==> src/design/linear_quotient_hash_table_core_defines.svh <==
// ----------------------------------------------------------------------------
// linear quotient hash table: assertion macros
// shared concurrent assertion wrappers, compiled out with NO_ASSERTIONS
// ----------------------------------------------------------------------------
`ifndef LINEAR_QUOTIENT_HASH_TABLE_CORE_DEFINES_SVH
`define LINEAR_QUOTIENT_HASH_TABLE_CORE_DEFINES_SVH

`ifndef NO_ASSERTIONS

// checked on every edge outside reset
`define LQH_ASSERT(name, clk, rst, prop, msg) \
   name: assert property (@(posedge clk) disable iff (rst) prop) else $error(msg);

// checked on every edge, reset included
`define LQH_ASSERT_ALWAYS(name, clk, prop, msg) \
   name: assert property (@(posedge clk) prop) else $error(msg);

`else

`define LQH_ASSERT(name, clk, rst, prop, msg)
`define LQH_ASSERT_ALWAYS(name, clk, prop, msg)

`endif

`endif

==> src/design/lqh_pkg.sv <==
// ----------------------------------------------------------------------------
// lqh_pkg
// types and fixed constants of the linear quotient hash table
// ----------------------------------------------------------------------------
`timescale 1ns / 1ps

package lqh_pkg;

   // width of the table size register and of divisor and remainder
   localparam int CSR_BITS      = 6;
   // width of the probe count field
   localparam int PROBE_BITS    = 6;
   // result item: outcome, found, probes, one byte
   localparam int RSP_DATA_BITS = 8;
   // table size after reset
   localparam logic [CSR_BITS-1:0] SLOT_LIMIT_RESET = 6'd31;

   typedef enum logic {
      CMD_INSERT = 1'b0,
      CMD_LOOKUP = 1'b1
   } lqh_cmd_type;

   localparam logic OUTCOME_STORED  = 1'b0;
   localparam logic OUTCOME_DROPPED = 1'b1;

   typedef enum logic [2:0] {
      ST_IDLE,
      ST_HOME,
      ST_STEP,
      ST_INSERT,
      ST_READ,
      ST_COMPARE,
      ST_FINISH
   } lqh_state_type;

endpackage

==> src/design/linear_quotient_hash_table_core.sv <==
// ----------------------------------------------------------------------------
// linear_quotient_hash_table_core
// open-addressed hash table with linear quotient probing
// ----------------------------------------------------------------------------
// Each request item carries a command in req_tuser (insert or look up) and a
// key in req_tdata. The home slot is key mod S and the probe step is
// (key div S) mod S, where S is the table size register clamped to 1..slots
// in use. An insert stores the key in the first free slot of the probe cycle
// and reports dropped when the cycle comes back home; a lookup skips empty
// slots and reports found plus the 1-based probe position, or 0 if absent.
// One item is in work at a time. Both values come from one shared bit-serial
// divider run twice, then the probe cycle is walked slot by slot: an insert
// checks a slot in ST_INSERT, a lookup reads the key ram in ST_READ and then
// compares in ST_COMPARE. ST_FINISH hands the result to the output register
// and waits there while the previous result still waits unclaimed; the
// sequencer then returns to idle before the next item is taken. A new request
// is taken while the previous result still waits in the output register.
// Valid bits are flip-flops cleared by reset, so the table is usable as soon
// as reset ends; the table size may be written only while no item is in
// work.
// ----------------------------------------------------------------------------
`timescale 1ns / 1ps
`include "linear_quotient_hash_table_core_defines.svh"

module linear_quotient_hash_table_core
   import lqh_pkg::*;
#(
   parameter int MAX_SLOTS = 32,
   parameter int KEY_BITS  = 31
) (
   input  logic                                clock,
   input  logic                                reset,
   // request channel
   input  logic                                req_tvalid,
   output logic                                req_tready,
   input  logic [((KEY_BITS + 7) / 8) * 8-1:0] req_tdata,  // key, zero padding
   input  logic                                req_tuser,  // cmd
   // result channel
   output logic                                rsp_tvalid,
   input  logic                                rsp_tready,
   output logic [RSP_DATA_BITS-1:0]            rsp_tdata,  // outcome, found, probes
   // table size register write
   input  logic                                csr_valid,
   output logic                                csr_ready,
   input  logic [CSR_BITS-1:0]                 csr_data    // slot_limit
);

   // the size register tops out at 63, so no slot beyond that is ever used
   localparam int MAX_SIZE   = (1 << CSR_BITS) - 1;
   localparam int USED_SLOTS = (MAX_SLOTS < MAX_SIZE) ? MAX_SLOTS : MAX_SIZE;
   localparam int IDX_BITS   = $clog2(USED_SLOTS);

   // control state
   lqh_state_type           state_ff, state_in;
   logic [CSR_BITS-1:0]     slot_limit_ff, slot_limit_in;
   logic [USED_SLOTS-1:0]   valid_ff, valid_in;
   logic                    rsp_valid_ff, rsp_valid_in;

   // working registers of the item in flight
   lqh_cmd_type             cmd_ff, cmd_in;
   logic [KEY_BITS-1:0]     key_ff, key_in;
   logic [IDX_BITS-1:0]     home_ff, home_in;
   logic [IDX_BITS-1:0]     step_ff, step_in;
   logic [IDX_BITS-1:0]     pos_ff, pos_in;
   logic [PROBE_BITS-1:0]   count_ff, count_in;
   logic                    outcome_ff, outcome_in;
   logic                    found_ff, found_in;
   logic [RSP_DATA_BITS-1:0] rsp_data_ff, rsp_data_in;

   // effective size and next probe position
   logic [CSR_BITS-1:0]     size_eff;
   logic [CSR_BITS:0]       pos_sum;
   logic [IDX_BITS-1:0]     pos_next;

   // divider hookup
   logic                    div_start;
   logic [KEY_BITS-1:0]     div_dividend;
   logic                    div_done;
   logic [KEY_BITS-1:0]     div_quotient;
   logic [CSR_BITS-1:0]     div_remainder;

   // key ram hookup
   logic                    ram_wr_en;
   logic                    ram_rd_en;
   logic [KEY_BITS-1:0]     ram_rd_data;

   logic                    req_accept;
   logic                    rsp_free;

   // size 0 acts as 1, anything past the slots in use is clamped
   always_comb begin
      if (slot_limit_ff == '0) begin
         size_eff = CSR_BITS'(1);
      end else if (slot_limit_ff > CSR_BITS'(USED_SLOTS)) begin
         size_eff = CSR_BITS'(USED_SLOTS);
      end else begin
         size_eff = slot_limit_ff;
      end
   end

   // pos and step are both below the size, so one subtract wraps the sum
   always_comb begin
      pos_sum  = (CSR_BITS + 1)'(pos_ff) + (CSR_BITS + 1)'(step_ff);
      pos_next = (pos_sum >= (CSR_BITS + 1)'(size_eff))
               ? IDX_BITS'(pos_sum - (CSR_BITS + 1)'(size_eff))
               : IDX_BITS'(pos_sum);
   end

   assign req_accept = req_tvalid && req_tready;
   assign rsp_free   = !rsp_valid_ff || rsp_tready;

   // config writes are taken at once
   assign csr_ready     = 1'b1;
   assign slot_limit_in = (csr_valid && csr_ready) ? csr_data : slot_limit_ff;

   // sequencer
   always_comb begin
      state_in     = state_ff;
      valid_in     = valid_ff;
      cmd_in       = cmd_ff;
      key_in       = key_ff;
      home_in      = home_ff;
      step_in      = step_ff;
      pos_in       = pos_ff;
      count_in     = count_ff;
      outcome_in   = outcome_ff;
      found_in     = found_ff;
      rsp_data_in  = rsp_data_ff;
      rsp_valid_in = rsp_valid_ff && !rsp_tready;
      req_tready   = 1'b0;
      div_start    = 1'b0;
      div_dividend = req_tdata[KEY_BITS-1:0];
      ram_wr_en    = 1'b0;
      ram_rd_en    = 1'b0;

      unique case (state_ff)
         ST_IDLE: begin
            req_tready = 1'b1;
            if (req_accept) begin
               // first pass: key / size gives the home slot
               cmd_in    = lqh_cmd_type'(req_tuser);
               key_in    = req_tdata[KEY_BITS-1:0];
               div_start = 1'b1;
               state_in  = ST_HOME;
            end
         end
         ST_HOME: begin
            div_dividend = div_quotient;
            if (div_done) begin
               // second pass: quotient mod size gives the step
               home_in   = IDX_BITS'(div_remainder);
               div_start = 1'b1;
               state_in  = ST_STEP;
            end
         end
         ST_STEP: begin
            div_dividend = div_quotient;
            if (div_done) begin
               step_in    = IDX_BITS'(div_remainder);
               pos_in     = home_ff;
               count_in   = '0;
               outcome_in = OUTCOME_STORED;
               found_in   = 1'b0;
               state_in   = (cmd_ff == CMD_INSERT) ? ST_INSERT : ST_READ;
            end
         end
         ST_INSERT: begin
            if (!valid_ff[pos_ff]) begin
               ram_wr_en          = 1'b1;
               valid_in[pos_ff]   = 1'b1;
               outcome_in         = OUTCOME_STORED;
               state_in           = ST_FINISH;
            end else if (pos_next == home_ff) begin
               // cycle closed without a free slot, zero step included
               outcome_in = OUTCOME_DROPPED;
               state_in   = ST_FINISH;
            end else begin
               pos_in = pos_next;
            end
         end
         ST_READ: begin
            ram_rd_en = 1'b1;
            count_in  = count_ff + PROBE_BITS'(1);
            state_in  = ST_COMPARE;
         end
         ST_COMPARE: begin
            if (valid_ff[pos_ff] && (ram_rd_data == key_ff)) begin
               found_in = 1'b1;
               state_in = ST_FINISH;
            end else if (pos_next == home_ff) begin
               found_in = 1'b0;
               state_in = ST_FINISH;
            end else begin
               pos_in   = pos_next;
               state_in = ST_READ;
            end
         end
         ST_FINISH: begin
            // wait for the output register to be free
            if (rsp_free) begin
               if (cmd_ff == CMD_INSERT) begin
                  rsp_data_in = {PROBE_BITS'(0), 1'b0, outcome_ff};
               end else begin
                  rsp_data_in = {found_ff ? count_ff : PROBE_BITS'(0), found_ff,
                                 OUTCOME_STORED};
               end
               rsp_valid_in = 1'b1;
               state_in     = ST_IDLE;
            end
         end
         default: begin
            state_in = ST_IDLE;
         end
      endcase
   end

   always_ff @(posedge clock) begin
      if (reset) begin
         state_ff      <= ST_IDLE;
         slot_limit_ff <= SLOT_LIMIT_RESET;
         valid_ff      <= '0;
         rsp_valid_ff  <= 1'b0;
      end else begin
         state_ff      <= state_in;
         slot_limit_ff <= slot_limit_in;
         valid_ff      <= valid_in;
         rsp_valid_ff  <= rsp_valid_in;
      end
   end

   always_ff @(posedge clock) begin
      cmd_ff      <= cmd_in;
      key_ff      <= key_in;
      home_ff     <= home_in;
      step_ff     <= step_in;
      pos_ff      <= pos_in;
      count_ff    <= count_in;
      outcome_ff  <= outcome_in;
      found_ff    <= found_in;
      rsp_data_ff <= rsp_data_in;
   end

   assign rsp_tvalid = rsp_valid_ff;
   assign rsp_tdata  = rsp_data_ff;

   // shared divider for home slot and step
   lqh_div #(
      .DATA_BITS (KEY_BITS)
   ) u_div (
      .clock     (clock),
      .reset     (reset),
      .start     (div_start),
      .dividend  (div_dividend),
      .divisor   (size_eff),
      .done      (div_done),
      .quotient  (div_quotient),
      .remainder (div_remainder)
   );

   // slot keys, a read result counts only where the valid bit is set
   lqh_ram #(
      .WIDTH (KEY_BITS),
      .DEPTH (USED_SLOTS)
   ) u_key_ram (
      .clock   (clock),
      .wr_en   (ram_wr_en),
      .wr_addr (pos_ff),
      .wr_data (key_ff),
      .rd_en   (ram_rd_en),
      .rd_addr (pos_ff),
      .rd_data (ram_rd_data)
   );

   `LQH_ASSERT(a_accept_starts_div, clock, reset, req_accept |=> (state_ff == ST_HOME), "accepted item did not start the divider")
   `LQH_ASSERT(a_pos_in_range, clock, reset, ((state_ff == ST_INSERT) || (state_ff == ST_READ) || (state_ff == ST_COMPARE)) |-> ((CSR_BITS + 1)'(pos_ff) < (CSR_BITS + 1)'(size_eff)), "probe position past table size")
   `LQH_ASSERT(a_write_free_slot, clock, reset, ram_wr_en |-> !valid_ff[pos_ff], "insert overwrote an occupied slot")
   `LQH_ASSERT(a_count_bound, clock, reset, (state_ff == ST_COMPARE) |-> (count_ff <= PROBE_BITS'(size_eff)), "probe count past table size")
   `LQH_ASSERT(a_rsp_from_finish, clock, reset, $rose(rsp_valid_ff) |-> ($past(state_ff) == ST_FINISH), "result shown without finishing an item")

endmodule

==> src/design/lqh_ram.sv <==
// ----------------------------------------------------------------------------
// lqh_ram
// generic single write port, single read port ram with registered read
// ----------------------------------------------------------------------------
`timescale 1ns / 1ps

module lqh_ram #(
   parameter int WIDTH = 31,
   parameter int DEPTH = 32
) (
   input  logic                     clock,
   input  logic                     wr_en,
   input  logic [$clog2(DEPTH)-1:0] wr_addr,
   input  logic [WIDTH-1:0]         wr_data,
   input  logic                     rd_en,
   input  logic [$clog2(DEPTH)-1:0] rd_addr,
   output logic [WIDTH-1:0]         rd_data
);

   logic [WIDTH-1:0] mem_ff [DEPTH];
   logic [WIDTH-1:0] rd_data_ff;

   always_ff @(posedge clock) begin
      if (wr_en) begin
         mem_ff[wr_addr] <= wr_data;
      end
   end

   always_ff @(posedge clock) begin
      if (rd_en) begin
         rd_data_ff <= mem_ff[rd_addr];
      end
   end

   assign rd_data = rd_data_ff;

endmodule

==> src/design/lqh_div.sv <==
// ----------------------------------------------------------------------------
// lqh_div
// restoring divider by a small divisor, one quotient bit per cycle
// ----------------------------------------------------------------------------
`timescale 1ns / 1ps
`include "linear_quotient_hash_table_core_defines.svh"

module lqh_div
   import lqh_pkg::*;
#(
   parameter int DATA_BITS = 31
) (
   input  logic                 clock,
   input  logic                 reset,
   input  logic                 start,
   input  logic [DATA_BITS-1:0] dividend,
   input  logic [CSR_BITS-1:0]  divisor,
   output logic                 done,
   output logic [DATA_BITS-1:0] quotient,
   output logic [CSR_BITS-1:0]  remainder
);

   localparam int CNT_BITS = $clog2(DATA_BITS + 1);

   logic                 busy_ff, busy_in;
   logic                 done_ff, done_in;
   logic [CNT_BITS-1:0]  cnt_ff, cnt_in;
   logic [DATA_BITS-1:0] quo_ff, quo_in;
   logic [CSR_BITS-1:0]  rem_ff, rem_in;
   logic [CSR_BITS-1:0]  den_ff, den_in;

   logic [CSR_BITS:0]    trial;
   logic [CSR_BITS:0]    diff;
   logic                 fits;

   always_comb begin
      trial   = {rem_ff, quo_ff[DATA_BITS-1]};
      diff    = trial - {1'b0, den_ff};
      fits    = (trial >= {1'b0, den_ff});
      busy_in = busy_ff;
      done_in = 1'b0;
      cnt_in  = cnt_ff;
      quo_in  = quo_ff;
      rem_in  = rem_ff;
      den_in  = den_ff;
      if (start && !busy_ff) begin
         busy_in = 1'b1;
         cnt_in  = CNT_BITS'(DATA_BITS);
         quo_in  = dividend;
         rem_in  = '0;
         den_in  = divisor;
      end else if (busy_ff) begin
         // dividend shifts out at the top while quotient bits shift in
         quo_in = {quo_ff[DATA_BITS-2:0], fits};
         rem_in = fits ? diff[CSR_BITS-1:0] : trial[CSR_BITS-1:0];
         cnt_in = cnt_ff - CNT_BITS'(1);
         if (cnt_ff == CNT_BITS'(1)) begin
            busy_in = 1'b0;
            done_in = 1'b1;
         end
      end
   end

   always_ff @(posedge clock) begin
      if (reset) begin
         busy_ff <= 1'b0;
         done_ff <= 1'b0;
         cnt_ff  <= '0;
      end else begin
         busy_ff <= busy_in;
         done_ff <= done_in;
         cnt_ff  <= cnt_in;
      end
   end

   always_ff @(posedge clock) begin
      quo_ff <= quo_in;
      rem_ff <= rem_in;
      den_ff <= den_in;
   end

   assign done      = done_ff;
   assign quotient  = quo_ff;
   assign remainder = rem_ff;

   `LQH_ASSERT(a_div_start_idle, clock, reset, start |-> !busy_ff, "divider started while busy")
   `LQH_ASSERT(a_div_nonzero, clock, reset, (start && !busy_ff) |-> (divisor != '0), "divide by zero")
   `LQH_ASSERT(a_div_rem_range, clock, reset, done_ff |-> (rem_ff < den_ff), "remainder not below divisor")

endmodule
==> config.mk <==
export PLATFORM = sky130hd
export DESIGN_NAME = linear_quotient_hash_table_core
export DESIGN_NICKNAME = d
export VERILOG_FILES = /design/src/design/lqh_pkg.sv /design/src/design/linear_quotient_hash_table_core.sv /design/src/design/lqh_ram.sv /design/src/design/lqh_div.sv
export VERILOG_INCLUDE_DIRS = /design/src /design/src/design
export SDC_FILE = /design/constraint.sdc
export NUM_CORES = 1
export LEC_CHECK = 0
export BUFFER_PORTS_ARGS = -buffer_cell sky130_fd_sc_hd__clkbuf_2
export CORE_MARGIN = 4
export CORE_UTILIZATION = 50
export DETAILED_ROUTE_END_ITERATION = 10
export PLACE_DENSITY_LB_ADDON = 0.05
export SETUP_SLACK_MARGIN = 0.4
export SLEW_MARGIN = 0
export SYNTH_ARGS = -nofsm -noshare
export SYNTH_HDL_FRONTEND = slang
export SYNTH_HIERARCHICAL = 1
export SYNTH_SLANG_ARGS = --single-unit
==> constraint.sdc <==
create_clock -name clock -period 11.2 [get_ports clock]
set_input_delay 0.56 -clock clock [delete_from_list [all_inputs] [get_ports clock]]
set_output_delay 0.56 -clock clock [all_outputs]
set_load 0.02 [all_outputs]
==> flow_summary.toml <==
[floorplanning]
start_util = 0.505
fp.dieH_microns = 316
pin_count = 55
die_area_sq_mm = 0.0996
core_area_sq_mm = 0.0936
std_cell_rows = 112
dieWidth_microns = 316

[sta]
relSlewSlack = 0.222
hold_violations = 0
setup_slack_ps = 5560
fmax_ghz = 0.177
tns_ps = 0
post-route-period-util = 0.504
min_period_ps = 5640
rsz0062_at_grt = "false"
whs_ps = 57.0
worst_pin_slew_ps = 1170
setup_viol = 0
fin_skew_ps = 27.2
maxSlewViolCount = 0

[grt]
grt_pass1_wl_mm = 167
grt_antenna_before_repair = 2
grt-ovfl-total = 0
grt_max_degree = 125
grt_pass1_vias = 25100
grt_use_total = 0.230

[power_and_ir_drop]
p_per_area_mw_per_mm2 = 210
peakVddDrop_v = 0.000157
power_mw = 11.1
total_leakage_power_nw = 18.5

[clocking]
cts_resized = 0
numClockSinks = 1178
worstSkewPairLatency_ps = 690
post-cts-setup-buffers = 0
cts_tree = "done"
path_clk_slew_ps = 60
cts_root_buffer = "clkbuf_16"
cts_made_buffers = 119
htree_levels = 3
cts_buffer_depth = 3

[drt]
firstDrtPassIters = 5
ant_nets = 0
routed_wirelength_mm = 115
drt_iter0_drc = 2263
drc_errors = 0
routed_via_density = 5.87
routed-via-count = 25300
wl_per_cell_microns = 26.6

[setup_path]
startpoint = "pos_ff[0]$_DFFE_PP_"
path_cells = "buf_4, buf_4, buf_4, buf_4, mux2i_1, a22o_1, nor3_1, a31oi_1, nand3_1"
crit_type = "reg -> reg"
cp.arrival_ps = 6050
r2r-start = "pos_ff[0]$_DFFE_PP_"
slowest_stage = "buf_4"
crit_path_end_kind = "register"
cp_max_fo = 59
crit_top_cell = "buf_4"
start_kind = "register"
worstPathRequired_ps = 11610
path_buf_inv = 4
crit_family = "buffers and inverters"
cpPeakStageDelay_ps = 920

[cells_and_area]
seqCellArea_sq_mm = 0.0348
drive_gt1_frac = 0.128
final_nets = 3024
fillerInstances = 7374
multi_input_area_sq_mm = 0.0119
area_delta_synth_final_pct = 12.1

[logic_synthesis]
synth_edf_count = 1123
syn_nets = 2917
synth_seq_cells = 1178
synth.avg_cell_area_sq_um = 16.6
synth_cells = 2849
synth_flop_cell = "edfxtp_1"
synth_cell_type_count = 69
syn_area_sq_mm = 0.0473
yosysSeqAreaShare = 0.736
ys_warn_count = 6
async_reset_ff_frac = 0

[run_status]
status = "completed"

[placed_design]
portBuffers = 52
dp_slack_ps = 5550
gp_congestion = 0.785
dp_hpwl_mm = 62.6

[worst_hold_path]
hold_class = "in -> reg"
holdCritStartpoint = "req_tdata[15]"

[run]
maxCapViolCount = 0
[stage by stage]
stage / cell area [sq um] / util / cells
final: 53000 / 0.566 / 4308
after CTS: 53000 / 0.566 / 4306
after detailed placement: 49200 / 0.526 / 4088
after floorplan: 47300 / - / 2849
after global routing: 53000 / 0.566 / 4306
after global placement: 49200 / 0.526 / 4088
[placed cells by master (no fill, tap or decap), types with 8 or more instances in the layout]
cell / count
nor2_1: 63
clkbuf_1: 28
dfxtp_1: 55
nor3_1: 42
a21oi_1: 136
and3_1: 10
clkbuf_16: 123
clkinv_1: 33
mux2_2: 34
bufinv_16: 8
clkinv_2: 14
clkbuf_2: 52
buf_4: 80
ha_1: 21
edfxtp_1: 1123
nand2b_1: 8
inv_1: 24
a22o_1: 62
xor2_1: 27
a22oi_1: 95
mux2_1: 29
nand2_1: 133
a31oi_1: 36
nor2_4: 34
nand3_1: 103
nor2b_1: 10
xnor2_1: 25
a21o_1: 8
mux2i_1: 511
[cell type report]
type	instances	area share
well taps	1254	0.0296
clock inverters	62	0.00928
multi-input cells	1496	0.224
clock buffers	155	0.0611
inverters	27	0.00191
flip-flops and latches	1178	0.657
diodes	2	0.0000944
repair buffers	134	0.0168
[worst reg2reg max path, cell delays in order (launching register included)]
cell,delay (ps)
edfxtp_1,840
buf_4,770
buf_4,780
buf_4,840
buf_4,1000
mux2i_1,350
a22o_1,160
nor3_1,60
a31oi_1,450
nand3_1,120
[registers in the layout, summed over array words and instances, names as in the netlist]
signal / cells
u_key_ram/mem_ff: 992
u_div/quotient: 31
rsp_tvalid: 1
u_div/cnt_ff: 5
u_div/den_ff: 6
u_div/done: 1
u_key_ram/rd_data: 31
found_ff: 1
u_div/busy_ff: 1
state_ff: 3
valid_ff: 32
pos_ff: 5
key_ff: 31
rsp_tdata: 8
step_ff: 5
cmd_ff: 1
home_ff: 5
count_ff: 6
outcome_ff: 1
slot_limit_ff: 6
u_div/remainder: 6
[routing by layer]
metal | track usage | up-vias | wire length, microns
met1 | 0.329 | 13100 | 50700
met2 | 0.376 | 723 | 54900
met3 | 0.0315 | 156 | 6260
li1 | - | 11400 | -
met5 | 0 | - | 0
met4 | 0.0586 | 0 | 2770
[report_power, final]
part / total, mW / internal [mW] / leakage [nW] / switching [mW]
logic: 1.82 / 0.657 / 6.13 / 1.17
clock network: 3.79 / 2.20 / 1.82 / 1.59
registers: 5.49 / 5.30 / 10.6 / 0.197
[synthesized netlist by cell type, types with 42 or more instances]
master,count,area (sq um)
a22oi_1,95,713
mux2i_1,511,5110
clkbuf_1,61,229
nor3_1,42,210
nor2_1,96,360
a22o_1,62,543
nand3_1,103,515
a21oi_1,137,686
nand2_1,134,503
dfxtp_1,55,1100
edfxtp_1,1123,33700
[cells by family after synthesis]
group | Yosys count | synth area share
flops | 1178 | 0.736
mux | 582 | 0.127
simple gates | 463 | 0.0478
compound gates | 374 | 0.0533
buf+inv | 175 | 0.0187
xor+xnor | 52 | 0.00963
fa+ha+maj | 24 | 0.00683
other cells | 1 | 0.0000793
[timing repair]
item	CTS	global route
hold buffers	1	0
endpoints found under the hold margin	1	0
setup endpoints to repair	0	0
[final timing paths]
check | to | slack, ps | cells after the start
setup / recovery | u_key_ram/rd_data[16]$_DFFE_PP_ | 5560 | 9
hold / removal | key_ff[15]$_DFFE_PP_ | 60 | 1
setup reg to reg | u_key_ram/rd_data[16]$_DFFE_PP_ | 5560 | 9
hold reg to reg | valid_ff[26]$_SDFFE_PP0P_ | 460 | 2
Power figures use the tool's default switching activity.
